**src/rtl/core/gbn_pkg.sv**
```systemverilog
`timescale 1ns / 1ps
`default_nettype none
package gbn_pkg;

  localparam int SEQ_SPACE = 16;
  localparam int SEQ_W     = $clog2(SEQ_SPACE);
  localparam int WIDE_W    = SEQ_W + 4;

  localparam int KIND_W  = 2;
  localparam int PORT_SEQ_W = 4;
  localparam int WIN_W   = 4;
  localparam int THR_W   = 3;
  localparam int CIDX_W  = 2;
  localparam int CDATA_W = 4;

  localparam logic [KIND_W-1:0] KIND_DATA    = 2'd0;
  localparam logic [KIND_W-1:0] KIND_ACK     = 2'd1;
  localparam logic [KIND_W-1:0] KIND_TIMEOUT = 2'd2;

  localparam logic [CIDX_W-1:0] CFG_WINDOW_SIZE = 2'd0;
  localparam logic [CIDX_W-1:0] CFG_DUP_THRESH  = 2'd1;

  localparam logic [WIN_W-1:0] WIN_RESET = 4'd4;
  localparam logic [THR_W-1:0] THR_RESET = 3'd3;

  typedef logic [SEQ_W-1:0] seq_t;

  typedef enum logic [1:0] {
    ST_IDLE,
    ST_EXEC,
    ST_RETX
  } gbn_state_t;

  typedef struct packed {
    logic load;
    logic exec;
    logic step;
  } gbn_cmd_t;

  typedef struct packed {
    logic multi;
    logic rem_one;
  } gbn_sts_t;

  function automatic seq_t seq_inc(input seq_t s);
    seq_t r;
    if (s == seq_t'(SEQ_SPACE - 1)) begin
      r = '0;
    end else begin
      r = s + seq_t'(1);
    end
    return r;
  endfunction

  // modular distance a - b
  function automatic seq_t seq_sub(input seq_t a, input seq_t b);
    logic [SEQ_W:0] w;
    if (a >= b) begin
      w = {1'b0, a} - {1'b0, b};
    end else begin
      w = {1'b0, a} + (SEQ_W+1)'(SEQ_SPACE) - {1'b0, b};
    end
    return w[SEQ_W-1:0];
  endfunction

endpackage
`default_nettype wire

```
**src/rtl/core/go_back_n_sender_window.sv**
```systemverilog
// channel  | handshake                     | payload
// in       | start, busy                   | in_kind, in_ack_seq, in_ack_ok
// out      | out_valid (strobe)            | out_accepted .. out_last
// cfg      | cfg_valid, cfg_ready          | cfg_index, cfg_data
//
// a word is taken when start is high and busy low; it is latched into the input
// registers, executed in ST_EXEC, and its first result word is registered into the
// output registers; no new word is taken while busy is high.
// a timeout with n > 1 packets outstanding emits n words on back-to-back cycles;
// busy drops in the cycle of the last word.
// rst_n is synchronous: window state clears, window size 4, threshold 3.
// results are strobed for one cycle and cannot be stalled.
`timescale 1ns / 1ps
`default_nettype none
module go_back_n_sender_window (
  input  wire logic                           clk,
  input  wire logic                           rst_n,
  input  wire logic                           start,
  output logic                                busy,
  input  wire logic [gbn_pkg::KIND_W-1:0]     in_kind,
  input  wire logic [gbn_pkg::PORT_SEQ_W-1:0] in_ack_seq,
  input  wire logic                           in_ack_ok,
  output logic                                out_valid,
  output logic                                out_accepted,
  output logic                                out_send_valid,
  output logic [gbn_pkg::PORT_SEQ_W-1:0]      out_send_seq,
  output logic                                out_start_timer,
  output logic                                out_stop_timer,
  output logic                                out_window_empty,
  output logic                                out_last,
  input  wire logic                           cfg_valid,
  output logic                                cfg_ready,
  input  wire logic [gbn_pkg::CIDX_W-1:0]     cfg_index,
  input  wire logic [gbn_pkg::CDATA_W-1:0]    cfg_data
);

  gbn_pkg::gbn_cmd_t cmd;
  gbn_pkg::gbn_sts_t sts;

  assign cfg_ready = ~busy;

  gbn_ctrl u_ctrl (
    .clk   (clk),
    .rst_n (rst_n),
    .start (start),
    .sts   (sts),
    .cmd   (cmd),
    .busy  (busy)
  );

  gbn_dp u_dp (
    .clk              (clk),
    .rst_n            (rst_n),
    .cmd              (cmd),
    .sts              (sts),
    .in_kind          (in_kind),
    .in_ack_seq       (in_ack_seq),
    .in_ack_ok        (in_ack_ok),
    .cfg_we           (cfg_valid & cfg_ready),
    .cfg_index        (cfg_index),
    .cfg_data         (cfg_data),
    .out_valid        (out_valid),
    .out_accepted     (out_accepted),
    .out_send_valid   (out_send_valid),
    .out_send_seq     (out_send_seq),
    .out_start_timer  (out_start_timer),
    .out_stop_timer   (out_stop_timer),
    .out_window_empty (out_window_empty),
    .out_last         (out_last)
  );

endmodule
`default_nettype wire

```
**src/rtl/core/gbn_ctrl.sv**
```systemverilog
`timescale 1ns / 1ps
`default_nettype none
module gbn_ctrl (
  input  wire logic              clk,
  input  wire logic              rst_n,
  input  wire logic              start,
  input  wire gbn_pkg::gbn_sts_t sts,
  output gbn_pkg::gbn_cmd_t      cmd,
  output logic                   busy
);

  gbn_pkg::gbn_state_t state_r, state_nxt;

  always_ff @(posedge clk) begin
    if (!rst_n) begin
      state_r <= gbn_pkg::ST_IDLE;
    end else begin
      state_r <= state_nxt;
    end
  end

  always_comb begin
    state_nxt = state_r;
    case (state_r)
      gbn_pkg::ST_IDLE: begin
        if (start) state_nxt = gbn_pkg::ST_EXEC;
      end
      gbn_pkg::ST_EXEC: begin
        state_nxt = sts.multi ? gbn_pkg::ST_RETX : gbn_pkg::ST_IDLE;
      end
      gbn_pkg::ST_RETX: begin
        if (sts.rem_one) state_nxt = gbn_pkg::ST_IDLE;
      end
      default: state_nxt = gbn_pkg::ST_IDLE;
    endcase
  end

  always_comb begin
    cmd  = '0;
    busy = 1'b1;
    case (state_r)
      gbn_pkg::ST_IDLE: begin
        busy     = 1'b0;
        cmd.load = start;
      end
      gbn_pkg::ST_EXEC: cmd.exec = 1'b1;
      gbn_pkg::ST_RETX: cmd.step = 1'b1;
      default: busy = 1'b1;
    endcase
  end

endmodule
`default_nettype wire

```
**src/rtl/core/gbn_dp.sv**
```systemverilog
`timescale 1ns / 1ps
`default_nettype none
module gbn_dp (
  input  wire logic                              clk,
  input  wire logic                              rst_n,
  input  wire gbn_pkg::gbn_cmd_t                 cmd,
  output gbn_pkg::gbn_sts_t                      sts,
  input  wire logic [gbn_pkg::KIND_W-1:0]        in_kind,
  input  wire logic [gbn_pkg::PORT_SEQ_W-1:0]    in_ack_seq,
  input  wire logic                              in_ack_ok,
  input  wire logic                              cfg_we,
  input  wire logic [gbn_pkg::CIDX_W-1:0]        cfg_index,
  input  wire logic [gbn_pkg::CDATA_W-1:0]       cfg_data,
  output logic                                   out_valid,
  output logic                                   out_accepted,
  output logic                                   out_send_valid,
  output logic [gbn_pkg::PORT_SEQ_W-1:0]         out_send_seq,
  output logic                                   out_start_timer,
  output logic                                   out_stop_timer,
  output logic                                   out_window_empty,
  output logic                                   out_last
);

  localparam int W = gbn_pkg::WIDE_W;

  // latched input word
  logic [gbn_pkg::KIND_W-1:0]     kind_r;
  logic [gbn_pkg::PORT_SEQ_W-1:0] ack_r;
  logic                           ok_r;

  logic [gbn_pkg::WIN_W-1:0] win_r, win_nxt;
  logic [gbn_pkg::THR_W-1:0] thr_r, thr_nxt;
  gbn_pkg::seq_t base_r, base_nxt, next_r, next_nxt, lacked_r, lacked_nxt;
  logic lv_r, lv_nxt;
  logic [gbn_pkg::THR_W-1:0] dup_r, dup_nxt;
  gbn_pkg::seq_t rseq_r, rseq_nxt, rem_r, rem_nxt;

  logic ov_r, ov_nxt;
  logic acc_r, acc_nxt, sv_r, sv_nxt, st_r, st_nxt, sp_r, sp_nxt;
  logic emp_r, emp_nxt, last_r, last_nxt;
  gbn_pkg::seq_t seq_r, seq_nxt;

  gbn_pkg::seq_t outst, ack_s, ack_off, base_ack, after_ack;
  logic [W-1:0] eff, ack_w;
  logic [gbn_pkg::THR_W-1:0] dup_inc;
  logic ack_in, outst_zero;

  always_comb begin
    outst      = gbn_pkg::seq_sub(next_r, base_r);
    outst_zero = (outst == '0);
    eff = (W'(win_r) < W'(gbn_pkg::SEQ_SPACE - 1)) ? W'(win_r) : W'(gbn_pkg::SEQ_SPACE - 1);
    ack_w     = W'(ack_r);
    ack_in    = ack_w < W'(gbn_pkg::SEQ_SPACE);
    ack_s     = ack_w[gbn_pkg::SEQ_W-1:0];
    ack_off   = gbn_pkg::seq_sub(ack_s, base_r);
    base_ack  = gbn_pkg::seq_inc(ack_s);
    after_ack = gbn_pkg::seq_sub(next_r, base_ack);
    dup_inc   = dup_r + 3'd1;
  end

  always_comb begin
    sts.multi   = (kind_r == gbn_pkg::KIND_TIMEOUT) && (outst > gbn_pkg::seq_t'(1));
    sts.rem_one = (rem_r == gbn_pkg::seq_t'(1));
  end

  always_comb begin
    win_nxt    = win_r;
    thr_nxt    = thr_r;
    base_nxt   = base_r;
    next_nxt   = next_r;
    lacked_nxt = lacked_r;
    lv_nxt     = lv_r;
    dup_nxt    = dup_r;
    rseq_nxt   = rseq_r;
    rem_nxt    = rem_r;
    ov_nxt     = 1'b0;
    acc_nxt    = 1'b0;
    sv_nxt     = 1'b0;
    seq_nxt    = '0;
    st_nxt     = 1'b0;
    sp_nxt     = 1'b0;
    emp_nxt    = outst_zero;
    last_nxt   = 1'b1;

    if (cfg_we) begin
      case (cfg_index)
        gbn_pkg::CFG_WINDOW_SIZE: win_nxt = cfg_data;
        gbn_pkg::CFG_DUP_THRESH:  thr_nxt = cfg_data[gbn_pkg::THR_W-1:0];
        default: ;
      endcase
    end

    if (cmd.exec) begin
      ov_nxt = 1'b1;
      case (kind_r)
        gbn_pkg::KIND_DATA: begin
          if (W'(outst) < eff) begin
            acc_nxt  = 1'b1;
            sv_nxt   = 1'b1;
            seq_nxt  = next_r;
            st_nxt   = outst_zero;
            next_nxt = gbn_pkg::seq_inc(next_r);
            emp_nxt  = 1'b0;
          end
        end
        gbn_pkg::KIND_ACK: begin
          if (ok_r && ack_in) begin
            if (lv_r && ack_s == lacked_r) begin
              dup_nxt = dup_inc;
              if (dup_inc == thr_r) begin
                dup_nxt = '0;
                if (!outst_zero) begin
                  sv_nxt  = 1'b1;
                  seq_nxt = base_r;
                  st_nxt  = 1'b1;
                end
              end
            end else if (ack_off < outst) begin
              base_nxt   = base_ack;
              lacked_nxt = ack_s;
              lv_nxt     = 1'b1;
              dup_nxt    = '0;
              sp_nxt     = (after_ack == '0);
              emp_nxt    = (after_ack == '0);
            end
          end
        end
        gbn_pkg::KIND_TIMEOUT: begin
          st_nxt = 1'b1;
          if (!outst_zero) begin
            sv_nxt   = 1'b1;
            seq_nxt  = base_r;
            last_nxt = (outst == gbn_pkg::seq_t'(1));
            rseq_nxt = gbn_pkg::seq_inc(base_r);
            rem_nxt  = outst - gbn_pkg::seq_t'(1);
          end
        end
        default: ;
      endcase
    end

    if (cmd.step) begin
      ov_nxt   = 1'b1;
      sv_nxt   = 1'b1;
      seq_nxt  = rseq_r;
      emp_nxt  = 1'b0;
      last_nxt = sts.rem_one;
      rseq_nxt = gbn_pkg::seq_inc(rseq_r);
      rem_nxt  = rem_r - gbn_pkg::seq_t'(1);
    end
  end

  always_ff @(posedge clk) begin
    if (!rst_n) begin
      win_r    <= gbn_pkg::WIN_RESET;
      thr_r    <= gbn_pkg::THR_RESET;
      base_r   <= '0;
      next_r   <= '0;
      lacked_r <= '0;
      lv_r     <= 1'b0;
      dup_r    <= '0;
      rem_r    <= '0;
      ov_r     <= 1'b0;
    end else begin
      win_r    <= win_nxt;
      thr_r    <= thr_nxt;
      base_r   <= base_nxt;
      next_r   <= next_nxt;
      lacked_r <= lacked_nxt;
      lv_r     <= lv_nxt;
      dup_r    <= dup_nxt;
      rem_r    <= rem_nxt;
      ov_r     <= ov_nxt;
    end
  end

  always_ff @(posedge clk) begin
    if (cmd.load) begin
      kind_r <= in_kind;
      ack_r  <= in_ack_seq;
      ok_r   <= in_ack_ok;
    end
    rseq_r <= rseq_nxt;
    acc_r  <= acc_nxt;
    sv_r   <= sv_nxt;
    seq_r  <= seq_nxt;
    st_r   <= st_nxt;
    sp_r   <= sp_nxt;
    emp_r  <= emp_nxt;
    last_r <= last_nxt;
  end

  logic [W-1:0] seq_w;
  assign seq_w = W'(seq_r);

  assign out_valid        = ov_r;
  assign out_accepted     = acc_r;
  assign out_send_valid   = sv_r;
  assign out_send_seq     = seq_w[gbn_pkg::PORT_SEQ_W-1:0];
  assign out_start_timer  = st_r;
  assign out_stop_timer   = sp_r;
  assign out_window_empty = emp_r;
  assign out_last         = last_r;

endmodule
`default_nettype wire

```
**config.mk**
```make
export PLATFORM = sky130hd
export DESIGN_NAME = go_back_n_sender_window
export DESIGN_NICKNAME = d
export VERILOG_FILES = /design/src/rtl/core/gbn_pkg.sv /design/src/rtl/core/go_back_n_sender_window.sv /design/src/rtl/core/gbn_ctrl.sv /design/src/rtl/core/gbn_dp.sv
export SDC_FILE = /design/constraint.sdc
export NUM_CORES = 1
export LEC_CHECK = 0
export ABC_AREA = 1
export CAP_MARGIN = 30
export CORE_MARGIN = 5
export CORE_UTILIZATION = 40
export DETAILED_ROUTE_END_ITERATION = 7
export DONT_BUFFER_PORTS = 1
export PLACE_DENSITY_LB_ADDON = 0.25
export SLEW_MARGIN = 40
export SYNTH_ARGS = -nofsm -noshare
export SYNTH_HDL_FRONTEND = slang
export SYNTH_SLANG_ARGS = --single-unit
```
**constraint.sdc**
```tcl
create_clock -name clk -period 2.85 [get_ports clk]
set_input_delay 0.285 -clock clk [delete_from_list [all_inputs] [get_ports clk]]
set_output_delay 0.285 -clock clk [all_outputs]
set_load 0.01 [all_outputs]
```
-- Word level (Yosys, flattened, before mapping)
Index checks and enable logic that the tools add are counted.
- add/sub/neg operators: 15
- $lt $le $gt $ge: 7
- equal/unequal tests: 16
- muxes and demuxes: 56
- bitwise logic cells: 6
- reduce and logical (&&, ||, !) cells: 19
- operators with widths (cell ; number):
    4-bit two-way mux ; 23
    4-bit by 1-bit adder with 4-bit output, second input constant ; 6
    4-bit subtractor ; 6
    1-bit two-way mux ; 22
    4-bit == test, second input constant ; 4
    4-bit >= comparator ; 3
    4-bit case mux with 3 select lines ; 1
    3-bit two-way mux ; 3
    4-bit by 1-bit == test with 1-bit output, second input constant ; 2
    4-bit zero test ; 2
    4-bit by 8-bit less-than comparator with 1-bit output ; 1
    2-bit AND reduction ; 4
    4-bit by 1-bit subtractor with 4-bit output, second input constant ; 2
    2-bit by 1-bit == test with 1-bit output, second input constant ; 3
    2-bit zero test ; 3
    2-bit two-way mux ; 3
    2-bit inequality test, second input constant ; 3
    1-bit case mux with 3 select lines ; 2
    2-bit case mux with 3 select lines ; 1
    3-bit AND reduction ; 2
    2-bit nonzero test ; 3
    1-bit NOT ; 5
    5-bit AND reduction ; 1
    5-bit OR reduction ; 1
    other kinds (11) ; 13
- register bits after elaboration: 51
- input bits: 17
- output and inout port bits: 13

-- Logic depth before layout (Yosys ltp)
Gate-level depths: netlist (run 1).
- depth in word-level cells: 11
- depth in mapped cells: 18
- depth with buffers taken out: 18

-- Hierarchy
A second synthesis (run 1) with hierarchy kept.
- cell total of the unflattened synthesis: 391
- area total of the unflattened synthesis: 2994.1 um^2
- modules (own cells, without submodules) (module ; instances ; cells an instance ; area each (um^2) ; sequential area each (um^2)):
    gbn_dp ; 1 ; 373 ; 2870.3 ; 1091.0
    gbn_ctrl ; 1 ; 15 ; 110.1 ; 40.0
    go_back_n_sender_window ; 1 ; 3 ; 13.8 ; 0.0

-- Worst setup path after synthesis (run 1)
Ideal clock, no wire load.
- path kind: reg-to-reg
- start: reg u_dp.base_r[0]
- end: reg u_dp.lacked_r[1]
- setup time: 0.120 ns
- arrival time: 2.554 ns
- required time: 2.730 ns
- slack: 0.176 ns
- stages on the path, launching flop included: 16
- path buffers: 1
- cell sequence: dfxtp_1 ha_1 inv_1 fa_1 xor2_2 inv_1 ha_1 nand2_1 inv_1 a21oi_1 inv_1 nor2_1 nand2_1 buf_6 o21ai_0 a21oi_1
- word-level cells in the longest chain between the ends: 4
- elaborated cells between the ends (all ways): 10
- classes of those cells: add/sub: 4; order compare: 3; mux: 2; reduce/logical: 1
- RTL lines (item ; line ; RTL):
    start, declared ; gbn_dp.sv:33 ; gbn_pkg::seq_t base_r, base_nxt, next_r, next_nxt, lacked_r, lacked_nxt;
    start signal, assigned ; gbn_dp.sv:167 ; base_r <= base_nxt;
    4-bit subtractor, or another cell as far along ; gbn_pkg.sv:61 ; w = {1'b0, a} + (SEQ_W+1)'(SEQ_SPACE) - {1'b0, b};
    4-bit two-way mux ; gbn_pkg.sv:58 ; if (a >= b) begin
    4-bit less-than comparator * ; gbn_dp.sv:118 ; end else if (ack_off < outst) begin
    5-bit AND reduction (no line) * ; - ;
    end signal, assigned ; gbn_dp.sv:169 ; lacked_r <= lacked_nxt;
    end, declared ; gbn_dp.sv:33 ;
Mark *: on every way between the ends. The rest lies on a longest branch, timed or not.
A chain may end at the register's enable or synchronous reset.

-- Final worst setup path (run 1)
- start: reg u_dp.next_r[0]
- end: reg u_dp.lacked_r[3]
- word-level cells in the longest chain between the ends: 5
- elaborated cells between the ends (all ways): 7
- classes of those cells: add/sub: 3; order compare: 2; mux: 1; reduce/logical: 1
- RTL lines (item ; line ; RTL):
    start, declared ; gbn_dp.sv:33 ;
    start signal, assigned ; gbn_dp.sv:168 ; next_r <= next_nxt;
    4-bit by 1-bit adder with 4-bit output ; gbn_pkg.sv:61 ;
    4-bit subtractor ; gbn_pkg.sv:61 ;
    4-bit two-way mux * ; gbn_pkg.sv:58 ;
    4-bit less-than comparator * ; gbn_dp.sv:118 ;
    5-bit AND reduction (no line) * ; - ;
Marked as above.

==> results.cfg, run 1 <==
[logic_synthesis]
synth_common_cells = nand2_1, inv_1, dfxtp_1, ha_1, nor2_1
synthTopCellsByArea = dfxtp_1, ha_1, nand2_1
synth-seq-cells = 51
synth_nets = 438
synth_edf_count = 11
syn_area_um2 = 3030
synth_seq_area_share = 0.373
async_flop_share = 0
synth_most_common_cell = nand2_1
ys_types = 41
synthCells = 392
synth_warnings = 0
synth_top_area_frac = 0.264
synth_area_per_cell_um2 = 7.73
synth-main-ff-cell = dfxtp_1
synth.largest_area_cell = dfxtp_1

[cells_and_area]
nFillCells = 756
n_antenna_cell = 0
area.growth.synth_to_final_pct = 10.4
stdcell_area_um2 = 3350
finalNetCount = 457
drive_above_1_share = 0.126
utilization = 0.456

[run_status]
status = finished, final reports clean

[setup_path]
reg2regPathDepth = 14
critPathCaptureType = flop
regToRegSetupSlack_ps = 210
worstPathRequired_ps = 3040
r2r-end = u_dp.lacked_r[3]
crit_path_end = u_dp.lacked_r[3]
critical_path_arrival_ps = 2830
cpMaxStageDelayCell = fa_2
path_cells = inv_1 -> ha_1 -> inv_1 -> fa_2 -> inv_1 -> ha_1 -> nand2_1 -> nand2_1 -> a21oi_2 -> inv_1 -> nor2_2 -> nand2_1 -> o21ai_0 -> a21oi_1
crit_family = adder cells
rr_startpoint = u_dp.next_r[0]
crit_type = reg -> reg
start_kind = flop
critical_path.max_stage_delay_ps = 600
crit_path_max_fanout = 6
path_buf_inv = 4
path_common_cell = inv_1
startpoint = u_dp.next_r[0]
cp_num_cells = 14

[sta]
slew_violations = 0
relSlewSlack = 0.598
finalClockSkew_ps = 7.96
tightest_slew_ps = 600
finalCriticalPeriod_ps = 2640
fin_crit_sh = 0.925
setup_viol = 0
final_hold_viol_count = 0
clock.fmax_mhz = 379

[floorplan]
core.rowCount = 31
dieArea_um2 = 9420
core_area_um2 = 7330
die_y_um = 97.0
start_util = 0.413
io_pins = 30
chipWidth_um = 97.0

[grt]
grt_max_degree = 25
overflow = 0
antenna_found_initial = 0
grt_pass1_wl_mm = 11.0
track_usage = 0.139
grt_pass1_vias = 2462

[cts]
clk_latency_ps = 300
clkSinkCount = 51
h-tree-depth = 2
clk_pin_slew_ps = 100
hold_buffers = 0
cts_tree = yes
cts_buffer_depth = 2
root_buffer = clkbuf_8
cts_buffers = 5

[power_and_ir_drop]
powerDensity_nw_per_um2 = 485
vdd_drop_max_uv = 243
power.leakage_uw = 0.00154

[run]
cap_viol_max_count = 0

[placed_design]
post-dp-hpwl_mm = 5.10
gp_congestion = 0.867
io_buffers = 0
place_area_um2 = 3240

[drt]
drt_iter0_markers = 88
drc = 0
antenna_left = 0
post_drt_wl_per_cell_um = 12.5
firstDrtPassIters = 4
drt-vias-per-instance = 4.82
wirelength_mm = 6.41
vias = 2465

[min_path]
holdCritPathClass = in -> reg
holdCritStartpoint = rst_n
[cell usage in the layout (no fill, tap or decap), types with 2 or more instances in the layout]
cell type and n:
inv_2 5, buf_4 17, nand2_1 89, a31oi_1 2, o21ai_1 3, nand2_4 2, xnor2_1 6, dfxtp_2 2
nor2_1 26, clkbuf_8 5, xor2_1 12, nand4_1 4, nor2_2 2, nor3_1 4, dfxtp_1 38, nand3_1 21
inv_1 59, a21oi_2 3, clkinv_1 2, ha_1 27, edfxtp_1 11, o21ai_2 3, o32ai_1 2, nand2_2 4
a211oi_1 2, a21oi_1 22, o21ai_0 22
[cell families after synthesis]
| kind of cell | Yosys count | share of synthesized area |
|---|---|---|
| buffers and inverters | 71 | 0.0941 |
| DFF | 51 | 0.373 |
| AOI/OAI and AO/OA | 63 | 0.118 |
| adders and majority gates | 29 | 0.125 |
| and+or+nand+nor | 159 | 0.232 |
| xor gates and xnor gates | 19 | 0.0574 |
[stage by stage]
step                      hold WS (ps)  cells  TNS [ps]  setup slack [ps]  total power, uW
after floorplan                    384    392         0               176             1130
after global placement             376    501         0              64.9             1220
after detailed placement           383    501         0              18.0             1230
after CTS                         57.6    509         0               101             1640
after global routing              44.2    511     -43.5             -22.4             1740
final                             67.4    511         0               213             1620
[power by group]
| group | internal, uW | switching [uW] |
|---|---|---|
| sequential | 794 | 45.4 |
| clock | 167 | 237 |
| combinational | 145 | 233 |
[sequential cells by signal, summed over array words and instances (netlist names), 2 cells and up]
register,cells
u_dp.kind_r,2
u_dp.dup_r,3
u_dp.lacked_r,4
u_dp.next_r,4
u_dp.base_r,4
u_dp.win_r,4
u_dp.rseq_r,4
u_dp.rem_r,4
u_dp.thr_r,3
u_ctrl.state_r,2
u_dp.out_send_seq,4
u_dp.ack_r,4
[what timing repair did]
action	CTS	global route
gates resized for setup	1	6
cloned	0	1
endpoints found under the setup margin	1	12
buffers inserted	0	1
[cell type report]
class | instances | area (um2) | share of cell area
clock buffer | 5 | 68.8 | 0.0206
inverter | 65 | 246 | 0.0737
sequential | 51 | 1130 | 0.339
clock inverter | 3 | 15.0 | 0.00449
multi-input combinational | 271 | 1630 | 0.487
timing repair buffer | 17 | 128 | 0.0381
tap | 99 | 124 | 0.0370
[worst min path at each step]
stage                         end  depth (start not counted)
floorplan           u_dp.ack_r[0]                          0
global placement    u_dp.thr_r[1]                          1
detailed placement  u_dp.thr_r[0]                          1
CTS                 u_dp.thr_r[0]                          1
global route            u_dp.ok_r                          0
finish              u_dp.thr_r[0]                          1
[routing by layer]
layer,up-vias,global-route usage,share of wire
met5,-,0,0
met4,0,0.0356,0.0094
met3,9,0.0439,0.053
met2,49,0.236,0.46
met1,1114,0.170,0.48
li1,1293,-,-
Power figures use the tool's default switching activity.
==> run 2, diff against run 1 <==
--- a/config.mk
+++ b/config.mk
@@ -11,6 +11,8 @@
 export CORE_UTILIZATION = 40
 export DETAILED_ROUTE_END_ITERATION = 7
 export DONT_BUFFER_PORTS = 1
+export GPL_ROUTABILITY_DRIVEN = 0
+export HOLD_SLACK_MARGIN = 0.08
 export PLACE_DENSITY_LB_ADDON = 0.25
 export SLEW_MARGIN = 40
 export SYNTH_ARGS = -nofsm -noshare
==> results.cfg, run 2 (synthesized netlist as in run 1, its figures left out) <==
[cts]
clk_pin_slew_ps = 90
h-tree-depth = 2
clkSinkCount = 51
cts_buffer_depth = 2
clk_latency_ps = 300
cts_buffers = 5
root_buffer = clkbuf_8
cts_tree = yes

[setup_path]
path_common_cell = inv_1
path_cells = inv_1 -> ha_1 -> inv_1 -> fa_2 -> inv_1 -> ha_1 -> nand2_1 -> nand2_1 -> a21oi_2 -> inv_1 -> nor2_2 -> nand2_1 -> o21ai_0 -> a21oi_1
crit_type = reg -> reg
startpoint = u_dp.next_r[0]
rr_startpoint = u_dp.next_r[0]
worstPathRequired_ps = 3040
cp_num_cells = 14
critPathCaptureType = flop
critical_path.max_stage_delay_ps = 610
critical_path_arrival_ps = 2830
crit_family = adder cells
start_kind = flop
crit_path_max_fanout = 6
cpMaxStageDelayCell = fa_2
path_buf_inv = 4
reg2regPathDepth = 14

[sta]
clock.fmax_mhz = 379
finalClockSkew_ps = 7.46
final_hold_viol_count = 0
slew_violations = 0
relSlewSlack = 0.597
tightest_slew_ps = 601
finalCriticalPeriod_ps = 2640
finalWorstSetupSlack_ps = 210
fin_crit_sh = 0.926
setup_viol = 0
finalSetupTns_ps = 0
whs_ps = 102

[cells_and_area]
area.growth.synth_to_final_pct = 13.7
multi_input_area_um2 = 1630
drive_above_1_share = 0.123
stdcell_area_um2 = 3450
register_area_um2 = 1130
mostFrequentLayoutCell = nand2_1
layout_common_cells = nand2_1, inv_1, dfxtp_1
finalNonFillerCells = 521
n_antenna_cell = 0
finalNetCount = 467
nFillCells = 746

[grt]
grtUsageMet3 = 0.0432
use_met2 = 0.236
antenna_found_initial = 0
grt_use_met1 = 0.172
grt_pass1_wl_mm = 11.0
busiest_layer = met2
grt_pass1_vias = 2463
track_usage = 0.139
grt_max_degree = 21
overflow = 0

[placed_design]
io_buffers = 0
place_area_um2 = 3240
dp_slack_ps = 18.0
post-dp-hpwl_mm = 5.10
dp_cells = 501

[min_path]
holdCritPathClass = in -> reg
holdCritStartpoint = cfg_data[0]
holdPathStages = 2

[drt]
wirelength_mm = 6.54
drt-vias-per-instance = 4.81
firstDrtPassIters = 4
post_drt_wl_per_cell_um = 12.5
drc = 0
vias = 2504
drt_iter0_markers = 99
antenna_left = 0

[power_and_ir_drop]
power.leakage_uw = 0.00158
powerDensity_nw_per_um2 = 474
p_int_uw = 1120
p_comb_frac = 0.239
vdd_drop_max_uv = 233
seqPwrFrac = 0.513
netSwitchingPower_uw = 519
p_sw_frac = 0.317
p_clk_frac = 0.247

[floorplan]
core_area_um2 = 7330
chipWidth_um = 97.0
start_util = 0.413
core.rowCount = 31
die_y_um = 97.0
io_pins = 30
dieArea_um2 = 9420

[run]
cap_viol_max_count = 0

[run_status]
status = finished, final reports clean
==> run 2: worst paths after layout <==
path,end,slack [ps]
setup reg to reg,u_dp.lacked_r[3],210
setup / recovery,u_dp.lacked_r[3],210
hold / removal,u_dp.thr_r[0],100
hold reg to reg,u_dp.lacked_r[1],480
==> run 2: layout make-up <==
type | instances | share of cell area
Tap cell | 99 | 0.0359
Timing Repair Buffer | 27 | 0.0661
Clock inverter | 3 | 0.00436
Sequential cell | 51 | 0.329
Clock buffer | 5 | 0.0200
Multi-Input combinational cell | 271 | 0.473
Inverter | 65 | 0.0715
==> run 2: power by group through the flow <==
stage | Clock [uW] | Combinational [uW] | Sequential [uW]
after floorplan | 0 | 282 | 850
after CTS | 424 | 386 | 840
after global placement | 0 | 364 | 856
after global routing | 451 | 454 | 846
after detailed placement | 0 | 373 | 857
final | 404 | 391 | 839
==> run 2: metrics by stage <==
step | util | total power (uW)
after floorplan | - | 1130
after global placement | 0.441 | 1220
after detailed placement | 0.441 | 1230
after CTS | 0.465 | 1650
after global routing | 0.470 | 1750
final | 0.470 | 1630
==> run 2: per-layer routing <==
metal,up-vias,part of all wire
met2,50,0.45
li1,1314,-
met5,-,0
met3,11,0.054
met1,1129,0.48
met4,0,0.013
==> run 2: repair_timing <==
item,4_1_cts,5_1_grt
gates resized for setup,1,6
gates cloned,0,1
hold endpoints to repair,11,1
pin swaps,0,0
hold buffers,9,1
setup endpoints to repair,1,12
setup buffers,0,1
==> run 3, diff against run 2 <==
--- a/config.mk
+++ b/config.mk
@@ -5,10 +5,10 @@
 export SDC_FILE = /design/constraint.sdc
 export NUM_CORES = 1
 export LEC_CHECK = 0
-export ABC_AREA = 1
 export CAP_MARGIN = 30
 export CORE_MARGIN = 5
 export CORE_UTILIZATION = 40
+export CTS_CLUSTER_DIAMETER = 50
 export DETAILED_ROUTE_END_ITERATION = 7
 export DONT_BUFFER_PORTS = 1
 export GPL_ROUTABILITY_DRIVEN = 0
==> results.cfg, run 3 <==
[run_status]
status = finished, final reports clean

[setup_path]
crit_family = adder cells
critical_path_arrival_ps = 2860
critPathCaptureType = flop
start_kind = flop
path_cells = inv_1 -> ha_1 -> inv_1 -> fa_2 -> xnor2_4 -> buf_4 -> ha_1 -> nor3_2 -> a211oi_2 -> or3_4 -> buf_4 -> nand2_1 -> a21oi_1
crit_type = reg -> reg
crit_path_max_fanout = 7
path_buf_inv = 4
critical_path.max_stage_delay_ps = 430
cpMaxStageDelayCell = fa_2
worstPathRequired_ps = 3000

[floorplan]
start_util = 0.404
io_pins = 30
core_area_um2 = 7140
die_y_um = 94.9
chipWidth_um = 94.9
dieArea_um2 = 9010
core.rowCount = 31

[cells_and_area]
layout_common_cells = dfxtp_1, nand2_1, nor2_1
n_antenna_cell = 0
stdcell_area_um2 = 3420
mostFrequentLayoutCell = dfxtp_1
finalNetCount = 384
drive_above_1_share = 0.174
area.growth.synth_to_final_pct = 18.8
finalNonFillerCells = 438

[cts]
clkSinkCount = 51
cts_tree = yes
h-tree-depth = 2
root_buffer = clkbuf_8
clk_latency_ps = 300
cts_buffers = 5
clk_pin_slew_ps = 90
cts_buffer_depth = 2

[power_and_ir_drop]
powerDensity_nw_per_um2 = 462
vdd_drop_max_uv = 225
power.leakage_uw = 0.00134

[logic_synthesis]
synth_seq_area_share = 0.392
synthTopCellsByArea = dfxtp_1, ha_1, edfxtp_1
synth_edf_count = 11
synth.largest_area_cell = dfxtp_1
synthCells = 311
synth-main-ff-cell = dfxtp_1
synth_common_cells = dfxtp_1, nand2_1, inv_1, nor2_1, ha_1
ys_types = 51
synth_top_area_frac = 0.278
syn_area_um2 = 2880
synth_area_per_cell_um2 = 9.27
synth-seq-cells = 51
synth_nets = 357
synth_most_common_cell = dfxtp_1
async_flop_share = 0
synth_warnings = 0

[placed_design]
dp_cells = 421
io_buffers = 0
place_area_um2 = 3170
post-dp-hpwl_mm = 4.77

[drt]
post_drt_wl_per_cell_um = 14.4
wirelength_mm = 6.30
firstDrtPassIters = 4
drt-vias-per-instance = 5.08
drc = 0
drt_iter0_markers = 89
antenna_left = 0
vias = 2227

[grt]
grt_pass1_wl_mm = 10.6
antenna_found_initial = 0
track_usage = 0.151
grt_pass1_vias = 2204
overflow = 0
grt_max_degree = 25

[sta]
tightest_slew_ps = 827
fin_crit_sh = 0.948
finalSetupTns_ps = 0
slew_violations = 0
relSlewSlack = 0.448
finalClockSkew_ps = 5.76
final_hold_viol_count = 0
rsz0062_at_grt = no
finalCriticalPeriod_ps = 2700
clock.fmax_mhz = 370
setup_viol = 0

[min_path]
holdCritPathClass = in -> reg

[run]
cap_viol_max_count = 0
run 3: changes by cell type in the layout (fill, tap and decap cells not counted), sizes merged, moves of 8 or more:
cell,before,now
nand2,95,31
inv,65,30
nand3,22,4
o21ai,28,10
mux2i,0,15
a21oi,25,17
run 3: kinds of logic after synthesis:
family                   after synthesis  synth area share
adder cells (fa/ha/maj)               29             0.131
flip-flops                            51             0.392
AO/OA/AOI/OAI                         65             0.157
AND/OR/NAND/NOR                       93             0.156
XOR/XNOR                              19            0.0577
buffers and inverters                 38            0.0499
multiplexers                          16            0.0560
run 3: per-layer routing:
metal / GRT usage / part of all wire / up-vias
met2: 0.244 / 0.44 / 36
met5: 0 / 0 / -
li1: - / - / 1151
met3: 0.0367 / 0.042 / 8
met4: 0.0361 / 0.011 / 0
met1: 0.203 / 0.50 / 1032
run 3: what timing repair did:
item                                   in CTS  in global routing
setup buffers                               0                  1
endpoints found under the hold margin      10                  0
hold buffers                                8                  0
gates resized for setup                     0                  8
setup endpoints to repair                   0                 13
run 3: cell type report:
class,count,area (um2)
clock buffers,7,97.6
clock inverters,1,30.0
fillers,697,3710
inverters,31,116
multi-input cells,222,1700
flip-flops and latches,51,1130
well taps,99,124
repair buffers,27,223
run 3: worst paths after layout:
path,from,endpoint,slack (ps),cells after the start
max,u_dp.next_r[0],u_dp.lacked_r[2],150,13
min,cfg_data[1],u_dp.thr_r[1],110,2
max reg2reg,u_dp.next_r[0],u_dp.lacked_r[2],150,13
min reg2reg,u_dp.lacked_r[3],u_dp.lacked_r[3],470,2
run 3: power breakdown:
group / switching (uW) / internal [uW]
Combinational: 128 / 109
Sequential: 21.7 / 763
Clock: 243 / 316
Total: 393 / 1190
run 3: per-stage QoR:
step,utilization,setup slack [ps],power (uW),hold WS (ps)
final,0.480,148,1580,109
after global routing,0.480,2.38,1660,96.6
after CTS,0.473,25.8,1590,99.7
after detailed placement,0.444,45.9,1020,359
after global placement,0.444,48.4,1020,352
after floorplan,-,5.58,960,384
run 3: worst reg2reg max path, stage by stage (launching register included):
cell      delay [ps]
dfxtp_1          320
inv_1             70
ha_1             140
inv_1             70
fa_2             430
xnor2_4          160
buf_4            140
ha_1             220
nor3_2           190
a211oi_2         100
or3_4            410
buf_4            170
nand2_1           60
a21oi_1           60
